## src/hdl/tpsd_pkg.sv

```systemverilog
// ----------------------------------------------------------------------------
// tpsd_pkg
// Shared types and constants of the TGA pixel stream decoder.
// ----------------------------------------------------------------------------
package tpsd_pkg;

  // Widths of the configuration port and the pixel counters
  localparam int unsigned CFG_IDX_W  = 2;
  localparam int unsigned CFG_DATA_W = 25;
  localparam int unsigned COUNT_W    = 25;

  // Register indexes
  localparam logic [CFG_IDX_W-1:0] REG_PIXEL_FORMAT     = 2'd0;
  localparam logic [CFG_IDX_W-1:0] REG_RUN_LENGTH_CODED = 2'd1;
  localparam logic [CFG_IDX_W-1:0] REG_PIXEL_TOTAL      = 2'd2;

  // Pixel format codes (code three decodes like BGRA)
  localparam logic [1:0] FMT_GRAY = 2'd0;
  localparam logic [1:0] FMT_BGR  = 2'd1;
  localparam logic [1:0] FMT_BGRA = 2'd2;

  // Packet header layout
  localparam int unsigned  HDR_RUN_BIT = 7;
  localparam logic [7:0]   MAX_RUN     = 8'd128;

  // Configuration as seen by the parser
  typedef struct packed {
    logic [1:0]         pixel_format;
    logic               run_length_coded;
    logic [COUNT_W-1:0] pixel_total;
  } tpsd_cfg_t;

  // One pixel token
  typedef struct packed {
    logic [7:0] gray_or_red;
    logic [7:0] green;
    logic [7:0] blue;
    logic [7:0] alpha;
    logic [7:0] repeat_count;
    logic       last_pixel;
  } tpsd_pix_t;

endpackage

```

## src/hdl/tpsd_in_if.sv

```systemverilog
// ----------------------------------------------------------------------------
// tpsd_in_if
// Byte channel into the decoder.
// ----------------------------------------------------------------------------
interface tpsd_in_if;
  logic       valid;
  logic       ready;
  logic [7:0] in_byte;
  logic       image_start;

  modport source (output valid, output in_byte, output image_start, input ready);
  modport sink   (input valid, input in_byte, input image_start, output ready);
endinterface

```

## src/hdl/tpsd_out_if.sv

```systemverilog
// ----------------------------------------------------------------------------
// tpsd_out_if
// Pixel token channel out of the decoder.
// ----------------------------------------------------------------------------
interface tpsd_out_if;
  logic       valid;
  logic       ready;
  logic [7:0] gray_or_red;
  logic [7:0] green;
  logic [7:0] blue;
  logic [7:0] alpha;
  logic [7:0] repeat_count;
  logic       last_pixel;

  modport source (output valid, output gray_or_red, output green, output blue,
                  output alpha, output repeat_count, output last_pixel, input ready);
  modport sink   (input valid, input gray_or_red, input green, input blue,
                  input alpha, input repeat_count, input last_pixel, output ready);
endinterface

```

## src/hdl/tpsd_cfg_if.sv

```systemverilog
// ----------------------------------------------------------------------------
// tpsd_cfg_if
// Register write channel of the decoder.
// ----------------------------------------------------------------------------
interface tpsd_cfg_if;
  import tpsd_pkg::*;
  logic                  valid;
  logic                  ready;
  logic [CFG_IDX_W-1:0]  index;
  logic [CFG_DATA_W-1:0] data;

  modport source (output valid, output index, output data, input ready);
  modport sink   (input valid, input index, input data, output ready);
endinterface

```

## src/hdl/tpsd_cfg_regs.sv

```systemverilog
// ----------------------------------------------------------------------------
// tpsd_cfg_regs
// Configuration registers, written one beat at a time.
// ----------------------------------------------------------------------------
module tpsd_cfg_regs
  import tpsd_pkg::*;
(
  input  logic       clk,
  input  logic       rst_n,
  tpsd_cfg_if.sink   cfg_if,
  output tpsd_cfg_t  cfg
);

  logic [1:0]         pixel_format_r;
  logic               run_length_coded_r;
  logic [COUNT_W-1:0] pixel_total_r;
  logic               wr_en;

  // Writes are always taken
  assign cfg_if.ready = 1'b1;
  assign wr_en        = cfg_if.valid;

  // Register file; indexes past the list are dropped
  always_ff @(posedge clk) begin
    if (!rst_n) begin
      pixel_format_r     <= FMT_BGR;
      run_length_coded_r <= 1'b0;
      pixel_total_r      <= COUNT_W'(1);
    end else if (wr_en) begin
      unique case (cfg_if.index)
        REG_PIXEL_FORMAT:     pixel_format_r     <= cfg_if.data[1:0];
        REG_RUN_LENGTH_CODED: run_length_coded_r <= cfg_if.data[0];
        REG_PIXEL_TOTAL:      pixel_total_r      <= cfg_if.data[COUNT_W-1:0];
        default: ;
      endcase
    end
  end

  assign cfg.pixel_format     = pixel_format_r;
  assign cfg.run_length_coded = run_length_coded_r;
  assign cfg.pixel_total      = pixel_total_r;

endmodule

```

## src/hdl/tpsd_parser.sv

```systemverilog
// ----------------------------------------------------------------------------
// tpsd_parser
// Parse state and single-pass decode of one byte into at most one token.
// ----------------------------------------------------------------------------
module tpsd_parser
  import tpsd_pkg::*;
(
  input  logic      clk,
  input  logic      rst_n,
  input  tpsd_cfg_t cfg,
  input  logic      step,
  input  logic [7:0] in_byte,
  input  logic      image_start,
  output logic      res_valid,
  output tpsd_pix_t res
);

  logic               expect_header_r, expect_header_nxt;
  logic               packet_is_run_r, packet_is_run_nxt;
  logic [7:0]         pkt_left_r, pkt_left_nxt;
  logic [1:0]         byte_in_pixel_r, byte_in_pixel_nxt;
  logic [23:0]        colour_r, colour_nxt;
  logic [COUNT_W-1:0] pixels_done_r, pixels_done_nxt;

  // State after an image start, before the byte is used
  logic               eff_expect, eff_is_run;
  logic [7:0]         eff_left;
  logic [1:0]         eff_bip;
  logic [23:0]        eff_colour;
  logic [COUNT_W-1:0] eff_done;

  logic [2:0]         bpp;
  logic [2:0]         bip_inc;
  logic [7:0]         rep, left_dec;
  logic [COUNT_W-1:0] remaining, rep_ext;

  always_comb begin
    // Image start clears counters and parse phase
    if (image_start) begin
      eff_expect = 1'b1;
      eff_is_run = 1'b0;
      eff_left   = '0;
      eff_bip    = '0;
      eff_colour = '0;
      eff_done   = '0;
    end else begin
      eff_expect = expect_header_r;
      eff_is_run = packet_is_run_r;
      eff_left   = pkt_left_r;
      eff_bip    = byte_in_pixel_r;
      eff_colour = colour_r;
      eff_done   = pixels_done_r;
    end

    unique case (cfg.pixel_format)
      FMT_GRAY: bpp = 3'd1;
      FMT_BGR:  bpp = 3'd3;
      default:  bpp = 3'd4;
    endcase

    bip_inc   = {1'b0, eff_bip} + 3'd1;
    remaining = cfg.pixel_total - eff_done;
    left_dec  = (eff_left != 8'd0) ? (eff_left - 8'd1) : 8'd0;

    expect_header_nxt = eff_expect;
    packet_is_run_nxt = eff_is_run;
    pkt_left_nxt      = eff_left;
    byte_in_pixel_nxt = eff_bip;
    colour_nxt        = eff_colour;
    pixels_done_nxt   = eff_done;
    res_valid         = 1'b0;
    res               = '0;
    rep               = 8'd1;
    rep_ext           = '0;

    priority if (eff_done >= cfg.pixel_total) begin
      // Image complete: byte ignored
    end else if (cfg.run_length_coded && eff_expect) begin
      // Packet header
      packet_is_run_nxt = in_byte[HDR_RUN_BIT];
      pkt_left_nxt      = {1'b0, in_byte[HDR_RUN_BIT-1:0]} + 8'd1;
      expect_header_nxt = 1'b0;
      byte_in_pixel_nxt = '0;
      colour_nxt        = '0;
    end else if (bip_inc < bpp) begin
      // Collect a color byte
      unique case (eff_bip)
        2'd0:    colour_nxt = eff_colour | {16'd0, in_byte};
        2'd1:    colour_nxt = eff_colour | {8'd0, in_byte, 8'd0};
        2'd2:    colour_nxt = eff_colour | {in_byte, 16'd0};
        default: colour_nxt = eff_colour;
      endcase
      byte_in_pixel_nxt = bip_inc[1:0];
    end else begin
      // Final byte of the pixel: swap channels and emit
      res_valid = 1'b1;
      unique case (bpp)
        3'd1: begin
          res.gray_or_red = in_byte;
        end
        3'd3: begin
          res.gray_or_red = in_byte;
          res.green       = eff_colour[15:8];
          res.blue        = eff_colour[7:0];
        end
        default: begin
          res.gray_or_red = eff_colour[23:16];
          res.green       = eff_colour[15:8];
          res.blue        = eff_colour[7:0];
          res.alpha       = in_byte;
        end
      endcase
      byte_in_pixel_nxt = '0;
      colour_nxt        = '0;

      // Packet bookkeeping
      if (cfg.run_length_coded) begin
        if (eff_is_run) begin
          priority if (eff_left == 8'd0) rep = 8'd1;
          else if (eff_left > MAX_RUN)   rep = MAX_RUN;
          else                           rep = eff_left;
          pkt_left_nxt      = '0;
          expect_header_nxt = 1'b1;
        end else begin
          pkt_left_nxt = left_dec;
          if (left_dec == 8'd0) expect_header_nxt = 1'b1;
        end
      end

      // Clip to the pixels still missing
      rep_ext = {{(COUNT_W-8){1'b0}}, rep};
      if (remaining < rep_ext) rep_ext = remaining;
      pixels_done_nxt  = eff_done + rep_ext;
      res.repeat_count = rep_ext[7:0];
      res.last_pixel   = (pixels_done_nxt >= cfg.pixel_total);
    end
  end

  // Parse state
  always_ff @(posedge clk) begin
    if (!rst_n) begin
      expect_header_r <= 1'b1;
      packet_is_run_r <= 1'b0;
      pkt_left_r      <= '0;
      byte_in_pixel_r <= '0;
      colour_r        <= '0;
      pixels_done_r   <= '0;
    end else if (step) begin
      expect_header_r <= expect_header_nxt;
      packet_is_run_r <= packet_is_run_nxt;
      pkt_left_r      <= pkt_left_nxt;
      byte_in_pixel_r <= byte_in_pixel_nxt;
      colour_r        <= colour_nxt;
      pixels_done_r   <= pixels_done_nxt;
    end
  end

  // Checks
  a_rep_max: assert property (@(posedge clk) disable iff (!rst_n)
    res_valid |-> (res.repeat_count <= MAX_RUN))
    else $error("token repeat count above maximum run");
  a_pkt_left: assert property (@(posedge clk) disable iff (!rst_n)
    pkt_left_r <= MAX_RUN)
    else $error("packet count above maximum run");
  a_rep_nonzero: assert property (@(posedge clk) disable iff (!rst_n)
    res_valid |-> (res.repeat_count != 8'd0))
    else $error("token with zero repeat count");

endmodule

```

## src/hdl/tga_pixel_stream_decoder.sv

```systemverilog
// ----------------------------------------------------------------------------
// tga_pixel_stream_decoder
// TGA pixel-data decoder: raw or run-length bytes in, gray, RGB or RGBA tokens out.
// ----------------------------------------------------------------------------
// A token is taken into the input register with its final byte, then into
//   the result register once that register is free or drains.
// Throughput: one byte per cycle while the output is not stalled, set by the single-pass parse stage.
// Reset (synchronous, rst_n low): pipeline empty, parse state cleared,
//   registers return to BGR, raw data, one pixel.
module tga_pixel_stream_decoder
  import tpsd_pkg::*;
(
  input  logic        clk,
  input  logic        rst_n,
  tpsd_in_if.sink     in_if,
  tpsd_out_if.source  out_if,
  tpsd_cfg_if.sink    cfg_if
);

  tpsd_cfg_t  cfg;
  logic       in_valid_r;
  logic [7:0] in_byte_r;
  logic       in_start_r;
  logic       advance;
  logic       res_valid;
  tpsd_pix_t  res;
  logic       out_valid_r;
  tpsd_pix_t  out_r;

  tpsd_cfg_regs u_cfg (
    .clk    (clk),
    .rst_n  (rst_n),
    .cfg_if (cfg_if),
    .cfg    (cfg)
  );

  // Stage handshake: parse moves when the result register is free or drains
  assign advance     = in_valid_r && (!out_valid_r || out_if.ready);
  assign in_if.ready = !in_valid_r || advance;

  // Input register
  always_ff @(posedge clk) begin
    if (!rst_n) begin
      in_valid_r <= 1'b0;
    end else if (in_if.ready) begin
      in_valid_r <= in_if.valid;
    end
  end

  always_ff @(posedge clk) begin
    if (in_if.ready && in_if.valid) begin
      in_byte_r  <= in_if.in_byte;
      in_start_r <= in_if.image_start;
    end
  end

  tpsd_parser u_parser (
    .clk         (clk),
    .rst_n       (rst_n),
    .cfg         (cfg),
    .step        (advance),
    .in_byte     (in_byte_r),
    .image_start (in_start_r),
    .res_valid   (res_valid),
    .res         (res)
  );

  // Result register
  always_ff @(posedge clk) begin
    if (!rst_n) begin
      out_valid_r <= 1'b0;
    end else if (advance) begin
      out_valid_r <= res_valid;
    end else if (out_if.ready) begin
      out_valid_r <= 1'b0;
    end
  end

  always_ff @(posedge clk) begin
    if (advance && res_valid) begin
      out_r <= res;
    end
  end

  assign out_if.valid        = out_valid_r;
  assign out_if.gray_or_red  = out_r.gray_or_red;
  assign out_if.green        = out_r.green;
  assign out_if.blue         = out_r.blue;
  assign out_if.alpha        = out_r.alpha;
  assign out_if.repeat_count = out_r.repeat_count;
  assign out_if.last_pixel   = out_r.last_pixel;

  // Checks
  a_stall_full: assert property (@(posedge clk) disable iff (!rst_n)
    !in_if.ready |-> (in_valid_r && out_valid_r))
    else $error("input stalled with a free stage");
  a_token_lands: assert property (@(posedge clk) disable iff (!rst_n)
    (advance && res_valid) |=> out_valid_r)
    else $error("decoded token not registered");
  a_no_drop: assert property (@(posedge clk) disable iff (!rst_n)
    (out_valid_r && !out_if.ready) |-> !advance)
    else $error("parse advanced over a waiting token");

endmodule
```

## src/flat_wrapper.sv

```systemverilog
// flat-port wrapper written by rule: the top's interface ports become plain ports
module tga_pixel_stream_decoder_flat import tpsd_pkg::*;
  (clk, rst_n, in_if_valid, in_if_in_byte, in_if_image_start, in_if_ready, out_if_valid, out_if_gray_or_red, out_if_green, out_if_blue, out_if_alpha, out_if_repeat_count, out_if_last_pixel, out_if_ready, cfg_if_valid, cfg_if_index, cfg_if_data, cfg_if_ready);
  tpsd_in_if in_if_i ();
  tpsd_out_if out_if_i ();
  tpsd_cfg_if cfg_if_i ();
  input  logic clk;
  input  logic rst_n;
  input wire logic [$bits(in_if_i.valid)-1:0] in_if_valid;
  input wire logic [$bits(in_if_i.in_byte)-1:0] in_if_in_byte;
  input wire logic [$bits(in_if_i.image_start)-1:0] in_if_image_start;
  output wire logic [$bits(in_if_i.ready)-1:0] in_if_ready;
  output wire logic [$bits(out_if_i.valid)-1:0] out_if_valid;
  output wire logic [$bits(out_if_i.gray_or_red)-1:0] out_if_gray_or_red;
  output wire logic [$bits(out_if_i.green)-1:0] out_if_green;
  output wire logic [$bits(out_if_i.blue)-1:0] out_if_blue;
  output wire logic [$bits(out_if_i.alpha)-1:0] out_if_alpha;
  output wire logic [$bits(out_if_i.repeat_count)-1:0] out_if_repeat_count;
  output wire logic [$bits(out_if_i.last_pixel)-1:0] out_if_last_pixel;
  input wire logic [$bits(out_if_i.ready)-1:0] out_if_ready;
  input wire logic [$bits(cfg_if_i.valid)-1:0] cfg_if_valid;
  input wire logic [$bits(cfg_if_i.index)-1:0] cfg_if_index;
  input wire logic [$bits(cfg_if_i.data)-1:0] cfg_if_data;
  output wire logic [$bits(cfg_if_i.ready)-1:0] cfg_if_ready;
  assign in_if_i.valid = in_if_valid;
  assign in_if_i.in_byte = in_if_in_byte;
  assign in_if_i.image_start = in_if_image_start;
  assign in_if_ready = in_if_i.ready;
  assign out_if_valid = out_if_i.valid;
  assign out_if_gray_or_red = out_if_i.gray_or_red;
  assign out_if_green = out_if_i.green;
  assign out_if_blue = out_if_i.blue;
  assign out_if_alpha = out_if_i.alpha;
  assign out_if_repeat_count = out_if_i.repeat_count;
  assign out_if_last_pixel = out_if_i.last_pixel;
  assign out_if_i.ready = out_if_ready;
  assign cfg_if_i.valid = cfg_if_valid;
  assign cfg_if_i.index = cfg_if_index;
  assign cfg_if_i.data = cfg_if_data;
  assign cfg_if_ready = cfg_if_i.ready;
  tga_pixel_stream_decoder u_core (.clk(clk), .rst_n(rst_n), .in_if(in_if_i), .out_if(out_if_i), .cfg_if(cfg_if_i));
endmodule
```

## config.mk

```make
export PLATFORM = sky130hd
export DESIGN_NAME = tga_pixel_stream_decoder_flat
export DESIGN_NICKNAME = d
export VERILOG_FILES = /design/src/hdl/tpsd_pkg.sv /design/src/hdl/tpsd_in_if.sv /design/src/hdl/tpsd_out_if.sv /design/src/hdl/tpsd_cfg_if.sv /design/src/hdl/tpsd_cfg_regs.sv /design/src/hdl/tpsd_parser.sv /design/src/hdl/tga_pixel_stream_decoder.sv /design/src/flat_wrapper.sv
export SDC_FILE = /design/constraint.sdc
export NUM_CORES = 1
export LEC_CHECK = 0
export BUFFER_PORTS_ARGS = -buffer_cell sky130_fd_sc_hd__buf_4
export CAP_MARGIN = 5
export CORE_ASPECT_RATIO = 1.2
export CORE_MARGIN = 2
export CORE_UTILIZATION = 35
export CTS_CLUSTER_SIZE = 14
export DETAILED_ROUTE_END_ITERATION = 10
export MAX_ROUTING_LAYER = met4
export PLACE_DENSITY = 0.58
export SLEW_MARGIN = 20
export SYNTH_ARGS = -nofsm -noshare
export SYNTH_HDL_FRONTEND = slang
export SYNTH_SLANG_ARGS = --single-unit
```

## constraint.sdc

```tcl
create_clock -name clk -period 9.9 [get_ports clk]
set_input_delay 0.99 -clock clk [delete_from_list [all_inputs] [get_ports clk]]
set_output_delay 0.99 -clock clk [all_outputs]
set_load 0.005 [all_outputs]
```

Word-level counts from Yosys, hierarchy flattened:

Cells that the tools add are included.

* add/subtract/negate cells: 5
* order comparisons: 5
* eq/ne operators: 7
* muxes and demuxes: 48
* bitwise gates (word level): 3
* reductions and logical operators: 22

Operator list (count)
* $mux 25: 8
* $mux 8: 15
* $mux 24: 4
* $pmux 24 s3: 1
* $ge 25x25->1: 2
* $add 25x25->25: 1
* $lt 25x8->1: 1
* $sub 25x25->25: 1
* $or 24x16->24: 1
* $or 24x24->24: 1
* $or 24x8->24: 1
* $logic_not 8->1: 2
* $mux 1: 15
* $add 7x1->8 const B: 1
* $gt 8x8->1 const B: 1
* $mux 2: 4
* $reduce_bool 8->1: 1
* $sub 8x1->8 const B: 1
* $eq 2x1->1 const B: 3
* $logic_not 2->1: 3
* $pmux 3 s2: 1
* $reduce_and 2->1: 3
* $reduce_or 5->1: 1
* $eq 2x2->1 const B: 2
* 11 further kinds: 16

* register bits after elaboration: 141
* output and inout bits: 44
* logic and storage cells: 109

Logic depth before layout (Yosys ltp):

Gate-level depths: netlist (run 1).

* depth after elaboration: 18
* gate-level depth with buffers: 40
* mapped depth without buffers: 36

Hierarchy:

A second synthesis (run 1) with hierarchy kept.

* cells, all modules: 1138
* area total of the unflattened synthesis: 10052.1 µm²

By module, submodules not included
* tpsd_parser: instances 1, cells an instance 950, area an instance 7265.7 µm², seq. area each 1221.2 µm²
* tga_pixel_stream_decoder: instances 1, cells an instance 63, area an instance 1614.0 µm², seq. area each 1541.5 µm²
* tpsd_cfg_regs: instances 1, cells an instance 125, area an instance 1172.4 µm², seq. area each 560.5 µm²

Least setup slack after synthesis (run 1):

OpenSTA, ideal clock, no wires.

* path type: register to register
* start: reg u_core.in_start_r
* end: reg u_core.out_r, in the netlist u_core.out_if.last_pixel, data pin
* library setup time: 0.254 ns
* data arrival time: 8.129 ns
* setup slack: 1.516 ns
* cell stages (with the launch flop): 41
* clock period less this slack: 8.384 ns
* cells stage by stage: edfxtp_1 > inv_2 > clkbuf_1 > clkbuf_1 > nand2_1 > ha_1 > clkbuf_1 > nand3_1 > xnor2_1 > nor3_1 > clkbuf_1 > nand2_1 > ha_1 > a21oi_1 > o21ai_0 > or3_1 > or3_1 > nor2_1 > [... 5 more ...] > ha_1 > inv_1 > fa_1 > nor2b_1 > o31a_1 > o221a_2 > o41a_1 > a21o_1 > a41o_1 > or2_1 > a21oi_1 > xnor2_1 > ha_1 > a21o_1 > a21o_1 > a21oi_1 > o21ai_0 > o21a_1

* word-level cells in the longest chain between the ends: 16
* elaborated cells on any way between the ends: 27
* those cells by class: 3 x add/sub; 5 x order compare; 16 x mux; 3 x reduce/logical

RTL lines
* start, declared: RTL line tga_pixel_stream_decoder.sv:23 `logic in_start_r;`
* start signal, assigned: RTL line tga_pixel_stream_decoder.sv:53 `in_start_r <= in_if.image_start;`
* $mux 8: RTL line tpsd_parser.sv:39 `if (image_start) begin`
* $gt 8x8->1: RTL line tpsd_parser.sv:120 `else if (eff_left > MAX_RUN) rep = MAX_RUN;`
* $mux 8: RTL line tpsd_parser.sv:120
* $mux 8: RTL line tpsd_parser.sv:119 `priority if (eff_left == 8'd0) rep = 8'd1;`
* $mux 8: RTL line tpsd_parser.sv:118 `if (eff_is_run) begin`
* $mux 8: RTL line tpsd_parser.sv:117 `if (cfg.run_length_coded) begin`
* $mux 8: RTL line tpsd_parser.sv:85 `end else if (bip_inc < bpp) begin`
* $mux 8: RTL line tpsd_parser.sv:78 `end else if (cfg.run_length_coded && eff_expect) begin`
* $mux 8: RTL line tpsd_parser.sv:76 `priority if (eff_done >= cfg.pixel_total) begin`
* $lt 25x8->1: RTL line tpsd_parser.sv:132 `if (remaining < rep_ext) rep_ext = remaining;`
* $mux 25: RTL line tpsd_parser.sv:132
* $mux 25: RTL line tpsd_parser.sv:85
* $mux 25: RTL line tpsd_parser.sv:78
* $mux 25: RTL line tpsd_parser.sv:76
* $add 25x25->25: RTL line tpsd_parser.sv:133 `pixels_done_nxt = eff_done + rep_ext;`
* $ge 25x25->1: RTL line tpsd_parser.sv:135 `res.last_pixel = (pixels_done_nxt >= cfg.pixel_total);`
* end signal, assigned: RTL line tga_pixel_stream_decoder.sv:81 `out_r <= res;`
* end, declared: RTL line tga_pixel_stream_decoder.sv:28 `tpsd_pix_t out_r;`

Several ways; a longest one is shown, not always the timed one. The select of a mux whose other input is x is not followed.
A chain may end at the register's enable or synchronous reset.

Worst setup path in the final report (run 1):

Same ends and word-level chain as after synthesis.

==> results of run 1 <==
==> kinds of logic (layout without fill, tap and decap cells) <==
kind of cell,count (synthesis),count (layout)
buf+inv,142,205
compound gates,331,331
fa+ha+maj,91,91
other cells,2,17
mux,25,25
simple gates,450,450
flops,141,141
xor+xnor,38,38
==> worst paths after layout <==
check,slack (ps),depth (start not counted),endpoint
hold reg to reg,450,2,u_core.u_parser.colour_r[2]$_SDFFE_PN0P_
setup reg to reg,830,36,u_core.out_if.last_pixel$_SDFFCE_PP0P_
hold / removal,450,2,u_core.u_parser.colour_r[2]$_SDFFE_PN0P_
setup / recovery,830,36,u_core.out_if.last_pixel$_SDFFCE_PP0P_
==> Yosys cell counts, types with 6 or more instances <==
cell / number
a31oi_1: 7
o211ai_1: 14
a21boi_0: 28
o21ai_0: 57
nand2_1: 192
xor2_1: 7
nand2b_1: 11
a21oi_1: 74
a21o_1: 28
and2_1: 18
buf_2: 8
mux2i_1: 22
and3_1: 17
inv_1: 77
ha_1: 89
o2111ai_1: 6
a22oi_1: 26
xnor2_1: 31
o21ai_1: 9
or3_1: 7
nand3_1: 37
clkbuf_1: 48
edfxtp_1: 50
dfxtp_1: 91
a211oi_1: 9
nand4_1: 9
nor4_1: 9
o21a_1: 11
nor2b_1: 41
nor2_1: 58
nor3_1: 21
==> where the power goes <==
group          switching [W]  internal [W]  leakage, nW  total (W)
registers          0.0000150      0.000615         1.14   0.000630
logic               0.000176      0.000119         3.50   0.000296
clock network       0.000322      0.000345        0.299   0.000667
==> layout make-up <==
| cell class | count | area (um2) |
|---|---|---|
| fillers | 2888 | 16400 |
| clock buffers | 17 | 425 |
| multi-input cells | 952 | 6230 |
| clock inverters | 15 | 191 |
| inverters | 80 | 300 |
| flip-flops and latches | 141 | 3320 |
| repair buffers | 93 | 702 |
| well taps | 379 | 474 |
==> metal layers <==
layer | track usage, % | routed length [um] | vias up
met4 | 7.97 | 905 | 0
met3 | 2.72 | 1210 | 44
met2 | 33.9 | 14200 | 211
met5 | - | 0 | -
li1 | - | - | 4487
met1 | 24.9 | 12800 | 4167
==> critical path: cells and delay by family (launching register included) <==
family	cells	cell delay (ps)
buffers and inverters	3	380
adder cells (fa/ha/maj)	5	1450
multiplexers	1	210
XOR/XNOR	2	400
AO/OA/AOI/OAI	14	2980
AND/OR/NAND/NOR	11	2810
flip-flops	1	600
==> metrics by stage <==
stage	instance area [um2]	worst slack, ps	hold WS [ps]	instances	power (W)
final	11600	835	448	1677	0.00159
after detailed placement	11000	878	436	1644	0.000935
after floorplan	10100	1520	417	1235	0.000843
after global placement	11000	1030	428	1644	0.000935
after global routing	11600	272	476	1677	0.00167
after CTS	11600	836	450	1676	0.00161
==> results.json, run 1 <==
{
  "synth-main-ff-cell": "dfxtp_1",
  "synth_xor_area_share_pct": 3.32,
  "dr_total_vias": 8909,
  "p_per_area_mw_per_mm2": 137,
  "setup_tns_ps": 0,
  "post_cts_resized": 0,
  "synth_top_cell_by_area": "dfxtp_1",
  "remaining_drc_errors": 0,
  "synth_top_cell_area_share_pct": 18.2,
  "drt_first_pass_iters": 6,
  "crit_type": "register to register",
  "drtIter0Drc": 627,
  "ys_seq_area_share_pct": 33.1,
  "start_util_pct": 35.7,
  "clk_latency_ps": 440,
  "avgSynthCellArea_um2": 8.23,
  "antenna_found_initial": 0,
  "io-pin-count": 85,
  "gp_congestion": 0.954,
  "syn_inst": 1220,
  "cts-root-buf": "clkbuf_16",
  "r2r-start": "u_core.in_start_r$_DFFE_PP_",
  "path_clk_slew_ps": 80,
  "die_w_um": 159,
  "final_common_cell": "nand2_1",
  "yosys-mux-area-fraction_pct": 2.57,
  "required_ps": 10100,
  "hold_class": "register to register",
  "antennaDiodeCount": 0,
  "ys_async_sr_fraction_pct": 0,
  "setup_violations": 0,
  "die-area_mm2": 0.0300,
  "cts_tree": "built",
  "maxCapViolations": 0,
  "status": "finished clean",
  "synth-simple-area-share_pct": 21.8,
  "numCtsBuffers": 17,
  "max_freq_mhz": 110,
  "synth_area_leaders": "dfxtp_1 (18%), edfxtp_1 (15%), ha_1 (11%)",
  "startpoint_type": "register",
  "first_global_vias": 8666,
  "synth_top_family_by_area": "compound AO/OA/AOI/OAI gates",
  "grt_max_degree": 74,
  "cpMaxStageDelayCell": "or3_1",
  "clk_path_buf_depth": 2,
  "core_area_mm2": 0.0281,
  "synth_compound_area_share_pct": 22.1,
  "htree_levels": 4,
  "crit_arrival_ps": 9270,
  "reg_top3": "u_core.u_cfg.pixel_total_r x25, u_core.u_parser.pixels_done_r x25, u_core.u_parser.colour_r x24",
  "cp_max_fo": 12,
  "final_cell_mix": "nand2_1 (192), buf_4 (92), dfxtp_1 (91)",
  "finalNetCount": 1417,
  "cp_slowest_stage_delay_ps": 620,
  "wl_per_cell_um": 17.3,
  "post_cts_buffers": 0,
  "worst_slew_margin_rel_pct": 33.7,
  "grtUsageTotal_pct": 20.4,
  "ys_ff_latch": 141,
  "area_delta_synth_final_pct": 16.0,
  "wirelength_mm": 29.0,
  "grt-ovfl-total": 0,
  "hold_viol": 0,
  "skew_ps": 10.7,
  "drtAntennaViolNets": 0,
  "die_h_um": 189,
  "hold_start": "u_core.u_parser.colour_r[2]$_SDFFE_PN0P_",
  "finalCriticalPeriod_ps": 9070,
  "worstSetupStartpoint": "u_core.in_start_r$_DFFE_PP_",
  "hold_buffers": 0,
  "post-route-period-util_pct": 91.6,
  "yosysUniqueCellTypes": 84,
  "synth_edf_count": 50,
  "peakVddDrop_v": 0.000104,
  "portBuffers": 83,
  "tightest_slew_ps": 979,
  "yosys_warnings": 0,
  "timing.final.max_slew_violations": 0,
  "dp_hpwl_mm": 21.5,
  "synthAdderAreaFrac_pct": 11.5,
  "finish.utilization_pct": 41.5,
  "power_leakage_nw": 4.94,
  "clock-sinks": 141,
  "rows": 67,
  "synth_area_mm2": 0.0100,
  "viasPerCell": 5.31,
  "end_kind": "register",
  "drive_gt1_share_pct": 11.6,
  "grt_first_pass_wirelength_mm": 46.3,
  "rsz0062_at_grt": "false"
}
(Power assumes the default switching activity.)
==> run 2, diff against run 1 <==
--- a/config.mk
+++ b/config.mk
@@ -9,11 +9,11 @@
 export CAP_MARGIN = 5
 export CORE_ASPECT_RATIO = 1.2
 export CORE_MARGIN = 2
-export CORE_UTILIZATION = 35
+export CORE_UTILIZATION = 25
 export CTS_CLUSTER_SIZE = 14
 export DETAILED_ROUTE_END_ITERATION = 10
 export MAX_ROUTING_LAYER = met4
-export PLACE_DENSITY = 0.58
+export PLACE_DENSITY = 0.47
 export SLEW_MARGIN = 20
 export SYNTH_ARGS = -nofsm -noshare
 export SYNTH_HDL_FRONTEND = slang
==> results.json, run 2 (synthesized netlist as in run 1, its figures left out) <==
{
  "drtIter0Drc": 543,
  "cts-root-buf": "clkbuf_16",
  "grt_first_pass_wirelength_mm": 48.9,
  "cp_max_fo": 25,
  "htree_levels": 4,
  "hold_viol": 0,
  "required_ps": 10110,
  "io-pin-count": 85,
  "antennaDiodeCount": 0,
  "place_area_mm2": 0.0112,
  "viasPerCell": 4.88,
  "status": "finished clean",
  "startpoint_type": "register",
  "busiest_layer": "met2",
  "wirelength_mm": 30.9,
  "post-route-period-util_pct": 90.5,
  "dr_total_vias": 8936,
  "path_common_cell": "ha_1",
  "post_cts_resized": 0,
  "final_area_mm2": 0.0118,
  "portBuffers": 83,
  "crit_type": "register to register",
  "numCtsBuffers": 17,
  "antenna_found_initial": 0,
  "peakVddDrop_v": 0.000122,
  "die-area_mm2": 0.0418,
  "end_kind": "register",
  "hold_class": "register to register",
  "area_delta_synth_final_pct": 17.4,
  "cpMaxStageDelayCell": "or3_1",
  "maxCapViolations": 0,
  "tightest_slew_ps": 1040,
  "post_cts_buffers": 0,
  "use_met1_pct": 17.2,
  "worst_slew_margin_rel_pct": 30.2,
  "max_freq_mhz": 112,
  "remaining_drc_errors": 0,
  "final_cell_mix": "nand2_1 (192), buf_4 (92), dfxtp_1 (91)",
  "rows": 80,
  "path_clk_slew_ps": 80,
  "holdWs_ps": 444,
  "setup_tns_ps": 0,
  "drtAntennaViolNets": 0,
  "drive_gt1_share_pct": 11.4,
  "die_h_um": 223,
  "gr-usage-met2_pct": 27.6,
  "crit_arrival_ps": 9160,
  "skew_ps": 18.0,
  "power_leakage_nw": 4.91,
  "finalCriticalPeriod_ps": 8960,
  "cp_slowest_stage_delay_ps": 600,
  "use_met3_pct": 2.23,
  "cts_tree": "built",
  "p_per_area_mw_per_mm2": 133,
  "finalNetCount": 1417,
  "dp_hpwl_mm": 23.5,
  "gp_congestion": 0.863,
  "grt_max_degree": 74,
  "core_area_mm2": 0.0396,
  "wl_per_cell_um": 16.9,
  "setup_violations": 0,
  "rsz0062_at_grt": "false",
  "grtUsageTotal_pct": 15.3,
  "first_global_vias": 8827,
  "final_common_cell": "nand2_1",
  "clk_latency_ps": 450,
  "die_w_um": 187,
  "clock-sinks": 141,
  "reg_top3": "u_core.u_cfg.pixel_total_r x25, u_core.u_parser.pixels_done_r x25, u_core.u_parser.colour_r x24",
  "grt-ovfl-total": 0,
  "timing.final.max_slew_violations": 0,
  "clk_path_buf_depth": 2,
  "start_util_pct": 25.3,
  "hold_buffers": 0,
  "drt_first_pass_iters": 5
}
run 2: cell types whose count changed in the layout (fill, tap and decap cells not counted), sizes merged:
| cell | change |
|---|---|
| clkinv | -4 |
| clkinvlp | +3 |
| inv | -2 |
| clkbuf | +2 |
| bufinv | +1 |
run 2: metal layers:
metal  up-vias  routed length, um  part of all wire, %
met5         -                  0                    0
met1      4228              13300                   43
met4         0                748                  2.4
met3        41                955                  3.1
li1       4480                  -                    -
met2       187              15900                   51
run 2: per-stage QoR:
stage               std cells  setup slack [ps]  total power [W]  utilization (%)
floorplan                1235              1520         0.000843                -
CTS                      1831               943          0.00158             29.7
detailed placement       1799              1000         0.000939             28.3
global placement         1798              1120         0.000940             28.3
finish                   1831               945          0.00156             29.7
global route             1831               244          0.00164             29.7
run 2: final timing paths:
kind	cells past startpoint	slack, ps	to	startpoint
max	37	940	u_core.out_if.last_pixel$_SDFFCE_PP0P_	u_core.in_start_r$_DFFE_PP_
min	2	440	u_core.u_parser.colour_r[10]$_SDFFE_PN0P_	u_core.u_parser.colour_r[10]$_SDFFE_PN0P_
max reg2reg	37	940	u_core.out_if.last_pixel$_SDFFCE_PP0P_	u_core.in_start_r$_DFFE_PP_
min reg2reg	2	440	u_core.u_parser.colour_r[10]$_SDFFE_PN0P_	u_core.u_parser.colour_r[10]$_SDFFE_PN0P_
run 2: final cells by class:
| cell class | instances | area (um2) |
|---|---|---|
| clock buffer | 19 | 433 |
| fill | 4353 | 27900 |
| multi-input combinational | 952 | 6220 |
| inverter | 80 | 300 |
| tap | 533 | 667 |
| sequential | 141 | 3320 |
| timing repair buffer | 93 | 702 |
| clock inverter | 13 | 131 |
run 2: power breakdown:
group | leakage (nW) | switching [W] | total, W | internal [W]
clock | 0.266 | 0.000284 | 0.000635 | 0.000352
combinational | 3.50 | 0.000178 | 0.000298 | 0.000120
sequential | 1.14 | 0.0000146 | 0.000630 | 0.000615
total | 4.91 | 0.000476 | 0.00156 | 0.00109
run 2: critical path, delay by kind of cell (launching register included):
kind / cells / cell delay, ps
AOI/OAI and AO/OA: 14 / 2700
xor gates and xnor gates: 2 / 230
adders and majority gates: 5 / 1330
buffers and inverters: 4 / 1080
DFF: 1 / 420
muxes: 1 / 220
and+or+nand+nor: 11 / 2710
